==> src/rtl/hrhp_pkg.sv <==
`default_nettype none

package hrhp_pkg;

  localparam int unsigned OffsetBitsDefault   = 32;
  localparam int unsigned LengthBitsDefault   = 32;

  localparam logic [7:0] ChCr    = 8'h0D;
  localparam logic [7:0] ChLf    = 8'h0A;
  localparam logic [7:0] ChTab   = 8'h09;
  localparam logic [7:0] ChSp    = 8'h20;
  localparam logic [7:0] ChColon = 8'h3A;
  localparam logic [7:0] ChZero  = 8'h30;
  localparam logic [7:0] ChNine  = 8'h39;

  localparam logic [3:0] NameLen   = 4'd14;
  localparam logic [2:0] PrefixLen = 3'd5;

  // classified byte handed from the front to the back
  typedef struct packed {
    logic [7:0] data_byte;
    logic       take;
    logic       last;
    logic       found;
  } item_t;

  typedef struct packed {
    logic        header_found;
    logic [31:0] header_length;
    logic [15:0] status_code;
    logic        length_found;
    logic [31:0] content_length;
    logic        looks_like_response;
  } res_t;

  function automatic logic [7:0] name_char(input logic [3:0] pos);
    logic [7:0] c;
    case (pos)
      4'd0:    c = "c";
      4'd1:    c = "o";
      4'd2:    c = "n";
      4'd3:    c = "t";
      4'd4:    c = "e";
      4'd5:    c = "n";
      4'd6:    c = "t";
      4'd7:    c = "-";
      4'd8:    c = "l";
      4'd9:    c = "e";
      4'd10:   c = "n";
      4'd11:   c = "g";
      4'd12:   c = "t";
      4'd13:   c = "h";
      default: c = 8'h00;
    endcase
    return c;
  endfunction

  function automatic logic [7:0] prefix_char(input logic [2:0] pos);
    logic [7:0] c;
    case (pos)
      3'd0:    c = "H";
      3'd1:    c = "T";
      3'd2:    c = "T";
      3'd3:    c = "P";
      3'd4:    c = "/";
      default: c = 8'h00;
    endcase
    return c;
  endfunction

  function automatic logic is_digit(input logic [7:0] b);
    return (b >= ChZero) && (b <= ChNine);
  endfunction

  function automatic logic is_break(input logic [7:0] b);
    return (b == ChCr) || (b == ChLf);
  endfunction

  function automatic logic [7:0] to_lower(input logic [7:0] b);
    return ((b >= "A") && (b <= "Z")) ? b + 8'd32 : b;
  endfunction

endpackage

`default_nettype wire

==> src/rtl/hrhp_if.sv <==
`default_nettype none

interface hrhp_byte_if;
  logic       valid;
  logic       ready;
  logic [7:0] data_byte;
  logic       last_byte;

  modport source (output valid, output data_byte, output last_byte, input ready);
  modport sink   (input valid, input data_byte, input last_byte, output ready);
endinterface

interface hrhp_res_if;
  logic        valid;
  logic        ready;
  logic        header_found;
  logic [31:0] header_length;
  logic [15:0] status_code;
  logic        length_found;
  logic [31:0] content_length;
  logic        looks_like_response;

  modport source (output valid, output header_found, output header_length,
                  output status_code, output length_found, output content_length,
                  output looks_like_response, input ready);
  modport sink   (input valid, input header_found, input header_length,
                  input status_code, input length_found, input content_length,
                  input looks_like_response, output ready);
endinterface

`default_nettype wire

==> src/rtl/http_response_header_parser.sv <==
// A result transaction is registered: the last byte passes through the queue and then sets the result register.
// Throughput: one byte per cycle; the front detects the header end, a two-entry
// queue decouples it from the field parsers, and a result register holds the output.
// The input stalls only when the queue is full, i.e. a result waits on the sink.
// Reset: asynchronous, active low; all parser state and the queue are cleared.
`default_nettype none

module http_response_header_parser #(
  parameter int unsigned OFFSET_BITS       = hrhp_pkg::OffsetBitsDefault,
  parameter int unsigned LENGTH_VALUE_BITS = hrhp_pkg::LengthBitsDefault
) (
  input  wire logic    clk_i,
  input  wire logic    rst_ni,
  hrhp_byte_if.sink    rx_i,
  hrhp_res_if.source   res_o
);

  hrhp_pkg::item_t front_item;
  hrhp_pkg::item_t back_item;
  hrhp_pkg::res_t  res;
  logic            full, push, pop, q_valid;

  assign rx_i.ready = ~full;
  assign push       = rx_i.valid & ~full;

  hrhp_front u_front (
    .clk_i       (clk_i),
    .rst_ni      (rst_ni),
    .push_i      (push),
    .data_byte_i (rx_i.data_byte),
    .last_byte_i (rx_i.last_byte),
    .item_o      (front_item)
  );

  hrhp_fifo u_fifo (
    .clk_i   (clk_i),
    .rst_ni  (rst_ni),
    .push_i  (push),
    .item_i  (front_item),
    .full_o  (full),
    .pop_i   (pop),
    .valid_o (q_valid),
    .item_o  (back_item)
  );

  hrhp_back #(
    .OFFSET_BITS       (OFFSET_BITS),
    .LENGTH_VALUE_BITS (LENGTH_VALUE_BITS)
  ) u_back (
    .clk_i       (clk_i),
    .rst_ni      (rst_ni),
    .valid_i     (q_valid),
    .item_i      (back_item),
    .pop_o       (pop),
    .res_valid_o (res_o.valid),
    .res_ready_i (res_o.ready),
    .res_o       (res)
  );

  assign res_o.header_found        = res.header_found;
  assign res_o.header_length       = res.header_length;
  assign res_o.status_code         = res.status_code;
  assign res_o.length_found        = res.length_found;
  assign res_o.content_length      = res.content_length;
  assign res_o.looks_like_response = res.looks_like_response;

endmodule

`default_nettype wire

==> src/rtl/hrhp_front.sv <==
`default_nettype none

// Header end detection; tags each byte as header or not.
module hrhp_front (
  input  wire logic           clk_i,
  input  wire logic           rst_ni,
  input  wire logic           push_i,
  input  wire logic [7:0]     data_byte_i,
  input  wire logic           last_byte_i,
  output hrhp_pkg::item_t     item_o
);

  logic [1:0] brk_q, brk_d;
  logic       crp_q, crp_d;
  logic       endp_q, endp_d;
  logic       hdone_q, hdone_d;

  always_comb begin
    logic       mode_lf;
    logic       skip;
    logic       finish;
    logic [1:0] nb;
    brk_d   = brk_q;
    crp_d   = crp_q;
    endp_d  = endp_q;
    hdone_d = hdone_q;
    mode_lf = 1'b0;
    skip    = 1'b0;
    finish  = 1'b0;
    nb      = (brk_q < 2'd2) ? brk_q + 2'd1 : brk_q;
    item_o.take = 1'b0;
    if (!hdone_q) begin
      if (crp_q) begin
        crp_d = 1'b0;
        if (data_byte_i == hrhp_pkg::ChLf) begin
          mode_lf = 1'b1;
          if (endp_q) begin
            endp_d = 1'b0;
            finish = 1'b1;
          end
        end else if (endp_q) begin
          endp_d  = 1'b0;
          hdone_d = 1'b1;
          skip    = 1'b1;
        end
      end
      if (!skip) begin
        item_o.take = 1'b1;
        if (!mode_lf) begin
          if (hrhp_pkg::is_break(data_byte_i)) begin
            brk_d = nb;
            if (data_byte_i == hrhp_pkg::ChCr) crp_d = 1'b1;
            if (nb >= 2'd2) begin
              if (data_byte_i == hrhp_pkg::ChCr) endp_d = 1'b1;
              else hdone_d = 1'b1;
            end
          end else begin
            brk_d = 2'd0;
          end
        end
        if (finish) hdone_d = 1'b1;
      end
    end
    item_o.data_byte = data_byte_i;
    item_o.last      = last_byte_i;
    item_o.found     = hdone_d | endp_d;
  end

  always_ff @(posedge clk_i or negedge rst_ni) begin
    if (!rst_ni) begin
      brk_q   <= 2'd0;
      crp_q   <= 1'b0;
      endp_q  <= 1'b0;
      hdone_q <= 1'b0;
    end else if (push_i) begin
      if (last_byte_i) begin
        brk_q   <= 2'd0;
        crp_q   <= 1'b0;
        endp_q  <= 1'b0;
        hdone_q <= 1'b0;
      end else begin
        brk_q   <= brk_d;
        crp_q   <= crp_d;
        endp_q  <= endp_d;
        hdone_q <= hdone_d;
      end
    end
  end

endmodule

`default_nettype wire

==> src/rtl/hrhp_fifo.sv <==
`default_nettype none

module hrhp_fifo (
  input  wire logic            clk_i,
  input  wire logic            rst_ni,
  input  wire logic            push_i,
  input  wire hrhp_pkg::item_t item_i,
  output logic                 full_o,
  input  wire logic            pop_i,
  output logic                 valid_o,
  output hrhp_pkg::item_t      item_o
);

  hrhp_pkg::item_t mem_q [2];
  logic       wptr_q, rptr_q;
  logic [1:0] cnt_q;

  assign full_o  = (cnt_q == 2'd2);
  assign valid_o = (cnt_q != 2'd0);
  assign item_o  = mem_q[rptr_q];

  always_ff @(posedge clk_i) begin
    if (push_i) mem_q[wptr_q] <= item_i;
  end

  always_ff @(posedge clk_i or negedge rst_ni) begin
    if (!rst_ni) begin
      wptr_q <= 1'b0;
      rptr_q <= 1'b0;
      cnt_q  <= 2'd0;
    end else begin
      if (push_i) wptr_q <= ~wptr_q;
      if (pop_i)  rptr_q <= ~rptr_q;
      cnt_q <= cnt_q + {1'b0, push_i} - {1'b0, pop_i};
    end
  end

endmodule

`default_nettype wire

==> src/rtl/hrhp_back.sv <==
`default_nettype none

// Field parsers over header bytes; builds one result per buffer.
module hrhp_back #(
  parameter int unsigned OFFSET_BITS       = hrhp_pkg::OffsetBitsDefault,
  parameter int unsigned LENGTH_VALUE_BITS = hrhp_pkg::LengthBitsDefault
) (
  input  wire logic            clk_i,
  input  wire logic            rst_ni,
  input  wire logic            valid_i,
  input  wire hrhp_pkg::item_t item_i,
  output logic                 pop_o,
  output logic                 res_valid_o,
  input  wire logic            res_ready_i,
  output hrhp_pkg::res_t       res_o
);

  localparam logic [1:0] StFirst  = 2'd0;
  localparam logic [1:0] StSpaces = 2'd1;
  localparam logic [1:0] StDigits = 2'd2;
  localparam logic [1:0] StDone   = 2'd3;

  localparam logic [2:0] LnName   = 3'd0;
  localparam logic [2:0] LnBlank  = 3'd1;
  localparam logic [2:0] LnValue  = 3'd2;
  localparam logic [2:0] LnSkip   = 3'd3;
  localparam logic [2:0] LnTaken  = 3'd4;

  localparam int unsigned LB = LENGTH_VALUE_BITS;

  logic [OFFSET_BITS-1:0] off_q, off_d;
  logic [1:0]             sph_q, sph_d;
  logic [15:0]            sval_q, sval_d;
  logic [2:0]             lph_q, lph_d;
  logic [3:0]             npos_q, npos_d;
  logic                   nmat_q, nmat_d;
  logic                   lseen_q, lseen_d;
  logic [LB-1:0]          lval_q, lval_d;
  logic                   pmat_q, pmat_d;
  logic                   res_valid_q;
  hrhp_pkg::res_t         res_q, res_d;

  logic [7:0] b;
  assign b = item_i.data_byte;

  assign pop_o       = valid_i & (~item_i.last | ~res_valid_q | res_ready_i);
  assign res_valid_o = res_valid_q;
  assign res_o       = res_q;

  always_comb begin
    logic [LB+3:0] lwide;
    logic [15:0]   swide;
    logic [7:0]    d8;
    logic [63:0]   off_ext;
    logic [63:0]   len_ext;
    off_d   = off_q;
    sph_d   = sph_q;
    sval_d  = sval_q;
    lph_d   = lph_q;
    npos_d  = npos_q;
    nmat_d  = nmat_q;
    lseen_d = lseen_q;
    lval_d  = lval_q;
    pmat_d  = pmat_q;
    d8      = b - hrhp_pkg::ChZero;
    lwide   = ({4'd0, lval_q} << 3) + ({4'd0, lval_q} << 1) + (LB+4)'(d8[3:0]);
    swide   = (sval_q << 3) + (sval_q << 1) + {12'd0, d8[3:0]};

    if (item_i.take) begin
      if ((off_q < OFFSET_BITS'(hrhp_pkg::PrefixLen)) &&
          (b != hrhp_pkg::prefix_char(off_q[2:0]))) pmat_d = 1'b0;
      if (off_q != '1) off_d = off_q + 1'b1;

      case (sph_q)
        StFirst: begin
          if (b == hrhp_pkg::ChSp) sph_d = StSpaces;
        end
        StSpaces: begin
          if (hrhp_pkg::is_digit(b)) begin
            sph_d  = StDigits;
            sval_d = {12'd0, d8[3:0]};
          end else if (b != hrhp_pkg::ChSp) begin
            sph_d = StDone;
          end
        end
        StDigits: begin
          if (hrhp_pkg::is_digit(b)) sval_d = swide;
          else sph_d = StDone;
        end
        default: ;
      endcase

      case (lph_q)
        LnName: begin
          if (hrhp_pkg::is_break(b)) begin
            npos_d = 4'd0;
            nmat_d = 1'b1;
          end else if (b == hrhp_pkg::ChColon) begin
            if (nmat_q && (npos_q == hrhp_pkg::NameLen)) begin
              lseen_d = 1'b1;
              lval_d  = '0;
              lph_d   = LnBlank;
            end else begin
              lph_d = LnSkip;
            end
          end else if (nmat_q && (npos_q < hrhp_pkg::NameLen) &&
                       (hrhp_pkg::to_lower(b) == hrhp_pkg::name_char(npos_q))) begin
            npos_d = npos_q + 4'd1;
          end else begin
            nmat_d = 1'b0;
          end
        end
        LnBlank: begin
          if (hrhp_pkg::is_digit(b)) begin
            lval_d = LB'(d8[3:0]);
            lph_d  = LnValue;
          end else if ((b != hrhp_pkg::ChSp) && (b != hrhp_pkg::ChTab)) begin
            lph_d = LnTaken;
          end
        end
        LnValue: begin
          if (hrhp_pkg::is_digit(b)) begin
            if (lwide[LB+3:LB] != 4'd0) lval_d = '1;
            else lval_d = lwide[LB-1:0];
          end else begin
            lph_d = LnTaken;
          end
        end
        LnSkip: begin
          if (hrhp_pkg::is_break(b)) begin
            lph_d  = LnName;
            npos_d = 4'd0;
            nmat_d = 1'b1;
          end
        end
        default: ;
      endcase
    end

    off_ext = 64'(off_d);
    len_ext = 64'(lval_d);
    res_d.header_found   = item_i.found;
    res_d.header_length  = !item_i.found ? 32'd0 :
                           (off_ext > 64'hFFFF_FFFF) ? 32'hFFFF_FFFF : off_ext[31:0];
    res_d.status_code    = item_i.found ? sval_d : 16'd0;
    res_d.length_found   = item_i.found & lseen_d;
    res_d.content_length = !(item_i.found && lseen_d) ? 32'd0 :
                           (len_ext > 64'hFFFF_FFFF) ? 32'hFFFF_FFFF : len_ext[31:0];
    res_d.looks_like_response = pmat_d &&
                                (off_d >= OFFSET_BITS'(hrhp_pkg::PrefixLen));
  end

  always_ff @(posedge clk_i or negedge rst_ni) begin
    if (!rst_ni) begin
      off_q   <= '0;
      sph_q   <= StFirst;
      sval_q  <= 16'd0;
      lph_q   <= LnName;
      npos_q  <= 4'd0;
      nmat_q  <= 1'b1;
      lseen_q <= 1'b0;
      lval_q  <= '0;
      pmat_q  <= 1'b1;
    end else if (pop_o) begin
      if (item_i.last) begin
        off_q   <= '0;
        sph_q   <= StFirst;
        sval_q  <= 16'd0;
        lph_q   <= LnName;
        npos_q  <= 4'd0;
        nmat_q  <= 1'b1;
        lseen_q <= 1'b0;
        lval_q  <= '0;
        pmat_q  <= 1'b1;
      end else begin
        off_q   <= off_d;
        sph_q   <= sph_d;
        sval_q  <= sval_d;
        lph_q   <= lph_d;
        npos_q  <= npos_d;
        nmat_q  <= nmat_d;
        lseen_q <= lseen_d;
        lval_q  <= lval_d;
        pmat_q  <= pmat_d;
      end
    end
  end

  always_ff @(posedge clk_i or negedge rst_ni) begin
    if (!rst_ni) begin
      res_valid_q <= 1'b0;
    end else if (pop_o && item_i.last) begin
      res_valid_q <= 1'b1;
    end else if (res_ready_i) begin
      res_valid_q <= 1'b0;
    end
  end

  always_ff @(posedge clk_i) begin
    if (pop_o && item_i.last) res_q <= res_d;
  end

endmodule

`default_nettype wire

==> src/flat_wrapper.sv <==
// flat-port wrapper written by rule: the top's interface ports become plain ports
module http_response_header_parser_flat 
#(
  parameter int unsigned OFFSET_BITS       = hrhp_pkg::OffsetBitsDefault,
  parameter int unsigned LENGTH_VALUE_BITS = hrhp_pkg::LengthBitsDefault
)
  (clk_i, rst_ni, rx_i_valid, rx_i_data_byte, rx_i_last_byte, rx_i_ready, res_o_valid, res_o_header_found, res_o_header_length, res_o_status_code, res_o_length_found, res_o_content_length, res_o_looks_like_response, res_o_ready);
  hrhp_byte_if rx_i_i ();
  hrhp_res_if res_o_i ();
  input  wire logic clk_i;
  input  wire logic rst_ni;
  input wire logic [$bits(rx_i_i.valid)-1:0] rx_i_valid;
  input wire logic [$bits(rx_i_i.data_byte)-1:0] rx_i_data_byte;
  input wire logic [$bits(rx_i_i.last_byte)-1:0] rx_i_last_byte;
  output wire logic [$bits(rx_i_i.ready)-1:0] rx_i_ready;
  output wire logic [$bits(res_o_i.valid)-1:0] res_o_valid;
  output wire logic [$bits(res_o_i.header_found)-1:0] res_o_header_found;
  output wire logic [$bits(res_o_i.header_length)-1:0] res_o_header_length;
  output wire logic [$bits(res_o_i.status_code)-1:0] res_o_status_code;
  output wire logic [$bits(res_o_i.length_found)-1:0] res_o_length_found;
  output wire logic [$bits(res_o_i.content_length)-1:0] res_o_content_length;
  output wire logic [$bits(res_o_i.looks_like_response)-1:0] res_o_looks_like_response;
  input wire logic [$bits(res_o_i.ready)-1:0] res_o_ready;
  assign rx_i_i.valid = rx_i_valid;
  assign rx_i_i.data_byte = rx_i_data_byte;
  assign rx_i_i.last_byte = rx_i_last_byte;
  assign rx_i_ready = rx_i_i.ready;
  assign res_o_valid = res_o_i.valid;
  assign res_o_header_found = res_o_i.header_found;
  assign res_o_header_length = res_o_i.header_length;
  assign res_o_status_code = res_o_i.status_code;
  assign res_o_length_found = res_o_i.length_found;
  assign res_o_content_length = res_o_i.content_length;
  assign res_o_looks_like_response = res_o_i.looks_like_response;
  assign res_o_i.ready = res_o_ready;
  http_response_header_parser #(.OFFSET_BITS(OFFSET_BITS), .LENGTH_VALUE_BITS(LENGTH_VALUE_BITS)) u_core (.clk_i(clk_i), .rst_ni(rst_ni), .rx_i(rx_i_i), .res_o(res_o_i));
endmodule
==> config.mk <==
export PLATFORM = sky130hd
export DESIGN_NAME = http_response_header_parser_flat
export DESIGN_NICKNAME = d
export VERILOG_FILES = /design/src/rtl/hrhp_pkg.sv /design/src/rtl/hrhp_if.sv /design/src/rtl/http_response_header_parser.sv /design/src/rtl/hrhp_front.sv /design/src/rtl/hrhp_fifo.sv /design/src/rtl/hrhp_back.sv /design/src/flat_wrapper.sv
export SDC_FILE = /design/constraint.sdc
export NUM_CORES = 1
export LEC_CHECK = 0
export ABC_CLOCK_PERIOD_IN_PS = 11000
export BUFFER_PORTS_ARGS = -buffer_cell sky130_fd_sc_hd__buf_2
export CAP_MARGIN = 20
export CORE_MARGIN = 2
export CORE_UTILIZATION = 31
export CTS_CLUSTER_DIAMETER = 200
export DETAILED_ROUTE_END_ITERATION = 12
export PLACE_DENSITY = 0.51
export SYNTH_ARGS = -nofsm -noshare
export SYNTH_HDL_FRONTEND = slang
export SYNTH_SLANG_ARGS = --single-unit
==> constraint.sdc <==
create_clock -name clk_i -period 11 [get_ports clk_i]
set_clock_uncertainty 0.1 [all_clocks]
set_input_delay 1.1 -clock clk_i [delete_from_list [all_inputs] [get_ports clk_i]]
set_output_delay 1.1 -clock clk_i [all_outputs]
set_load 0.01 [all_outputs]
==> impl_results.md <==
- Status: complete, no violations
- Detailed Place HPWL: 24900 µm
- Vias in the first global route: 10800
- Clk_lat worst skew: 0.55 ns
- Hold WC Path Type: input pin to asynchronous set/reset pin
- Via count: 11100
- Clk sink count: 207
- CTS tree: yes
- Mapped Cells: 1466
- Count of cell types in the netlist: 72
- Final Hold Vio Count: 0
- I/O pin count: 98
- DR DRC count: 0
- Post-Route Setup TNS: 0 ns
- Pleak: 0.00643 µW
- DP Area: 0.0144 mm²
- Yosys synthesis warning count: 0
- Port Buffers: 97
- Post-cts resize count: 0
- Via/cell ratio: 5.27
- DIE AREA: 0.0448 mm²
- Commonest non-fill, non-tap cell in the layout: nand2_1
- Power Dens Cells: 204 mW/mm²
- Antenna violations before repair: 0
- CP required: 11.33 ns
- Clk buf depth: 3
- Arr. time, crit path: 6.48 ns
- Worst-margin pin slew: 0.946 ns
- # rows: 76
- Crit-path max FO: 22
- Routed wire length: 36100 µm
- WL/cell: 17.2 µm
- CTS root buf: clkbuf_16
- Predominant post-synthesis flop cell: edfxtp_1
- Post-DRT Antenna Nets: 0
- Peak VDD IR: 0.127 mV
- Period utilization: 55.9%
- Post-cts hold buffer count: 0
- Final min period: 6.15 ns
- RePlAce Congestion: 0.873
- Die Y: 212 µm
- Die W: 212 µm
- Wire length of the first global-routing pass: 58700 µm
- Layout cell share with drive strength beyond 1: 11.8%
- Area growth syn-to-layout: 14.4%
- Cell Area, Synth: 0.0134 mm²
- Fillcell total: 4380
- Register area share after synthesis: 42.7%
- Max-cap check violation count: 0
- Syn avg cell area: 9.12 µm²
- WS Path Type: flip-flop to flip-flop
- Commonest non-fill, non-tap cells in the layout: 183 x nand2_1, 175 x o21ai_0, 161 x nor2_1
- TritonCTS Buffers: 26
- CP Launch Type: flip-flop
- Largest net degree at the start of global routing: 80
- Initial Utilization: 31.2%
- WHS: 0.366 ns
- Grt ovf: 0
- Detailed Route Iter0 Violations: 753
- Core area: 0.0428 mm²
- Cell area after layout: 0.0153 mm²
- DR pass1 iterations: 6
- Slew HR: 36.7%
- Max-slew violations: 0
- Number of enable flip-flop cells after synthesis: 105
- Asr flop ratio synth: 49.3%
- H-tree levels: 1
- Net count after synthesis: 1592
- Antenna diode count: 0
- Util after Layout: 35.7%
- Maximum clock rate: 163 MHz
- Clk pin slew, worst setup/hold paths: 0.06 ns
- Gr usage total: 16.3%
- Nets: 1663
- RSZ-0062 raised after global routing: no
- Seq cells post-synth: 207
- Post-CTS setup buffers: 0
- Final setup vio count: 0
- Setup crit end kind: flip-flop
[Yosys cell counts (13+ instances only)]
cell type	n	area, µm²
nor4_1	13	81.3
buf_2	19	95.1
a31oi_1	18	113
inv_1	45	169
nor3_1	30	150
mux2i_1	13	130
nand4_1	16	100
dfrtp_1	100	2500
and3_1	17	106
xnor2_1	59	517
clkbuf_1	49	184
o21ai_0	175	876
ha_1	109	1360
nand2_1	183	687
a21o_1	13	97.6
nor2_1	162	608
a21oi_1	86	430
nand2b_1	13	81.3
nand3_1	45	225
edfxtp_1	105	3150
xor2_1	25	219
[flip-flops by register name, indices dropped and copies added (netlist names)]
register / count
u_core.u_back.res_o: 83
u_core.u_back.lval_q: 32
u_core.u_back.off_q: 32
u_core.u_fifo.mem_q: 22
u_core.u_back.sval_q: 16
u_core.u_back.npos_q: 4
u_core.u_back.lph_q: 3
u_core.u_back.sph_q: 2
u_core.u_fifo.cnt_q: 2
u_core.u_front.brk_q: 2
u_core.u_back.lseen_q: 1
u_core.u_back.nmat_q: 1
u_core.u_back.pmat_q: 1
u_core.u_back.res_valid_o: 1
u_core.u_fifo.rptr_q: 1
u_core.u_fifo.wptr_q: 1
u_core.u_front.crp_q: 1
u_core.u_front.endp_q: 1
u_core.u_front.hdone_q: 1
[worst paths after layout]
path	startpoint	endpoint	slack [ns]	cells after the start
hold / removal	rst_ni	u_core.u_back.sval_q[8]	0.37	1
setup / recovery	u_core.u_fifo.rptr_q	u_core.u_back.lval_q[1]	4.85	16
hold reg to reg	u_core.u_front.brk_q[0]	u_core.u_front.brk_q[0]	0.39	2
min in group clk_i	u_core.u_front.brk_q[0]	u_core.u_front.brk_q[0]	0.39	2
max in group asynchronous	rst_ni	u_core.u_back.off_q[6]	8.90	3
setup reg to reg	u_core.u_fifo.rptr_q	u_core.u_back.lval_q[1]	4.85	16
[cells by family after synthesis]
kind of cell,synth area share [%]
flops,42.7
fa+ha+maj,10.8
mux,1.65
buf+inv,3.63
compound gates,17.9
simple gates,17.8
xor+xnor,5.51
[layout make-up]
class | count | area, µm² | share of cell area, %
clock buffer | 39 | 769 | 5.03
tap | 546 | 683 | 4.47
timing repair buffer | 115 | 658 | 4.31
clock inverter | 9 | 88.8 | 0.581
inverter | 46 | 173 | 1.13
multi-input combinational | 1141 | 7210 | 47.1
sequential | 207 | 5710 | 37.3
[stage by stage]
stage	cells	setup WS, ns	total power (µW)
floorplan	1466	5.26	1860
global placement	2051	5.01	2280
detailed placement	2051	4.86	2280
CTS	2099	4.82	3150
finish	2103	4.85	3110
global route	2103	4.33	3330
[report_power, final]
group          switching, µW  total (µW)  internal [µW]  leakage (µW)
sequential               116        1160           1040       0.00240
combinational            749        1110            359       0.00361
clock                    340         846            506      0.000417
[worst max-delay path, stage by stage (launching register included)]
cell	delay, ns
dfrtp_1	0.96
mux2i_1	0.58
inv_1	0.34
fa_1	0.59
inv_1	0.06
fa_1	0.43
nand2b_1	0.19
a21oi_1	0.18
o21ai_0	0.21
o21a_1	0.24
o21ai_1	0.36
a211oi_1	0.16
and2_1	0.20
o211ai_2	0.63
buf_4	0.41
nor2_1	0.09
o41ai_1	0.30
[routing by layer]
metal	track usage, %	wire (µm)
met2	26.6	16700
met3	1.94	1620
met5	0	0
met1	23.2	17300
met4	3.21	575
No activity file was read; power rests on OpenSTA's default activity.
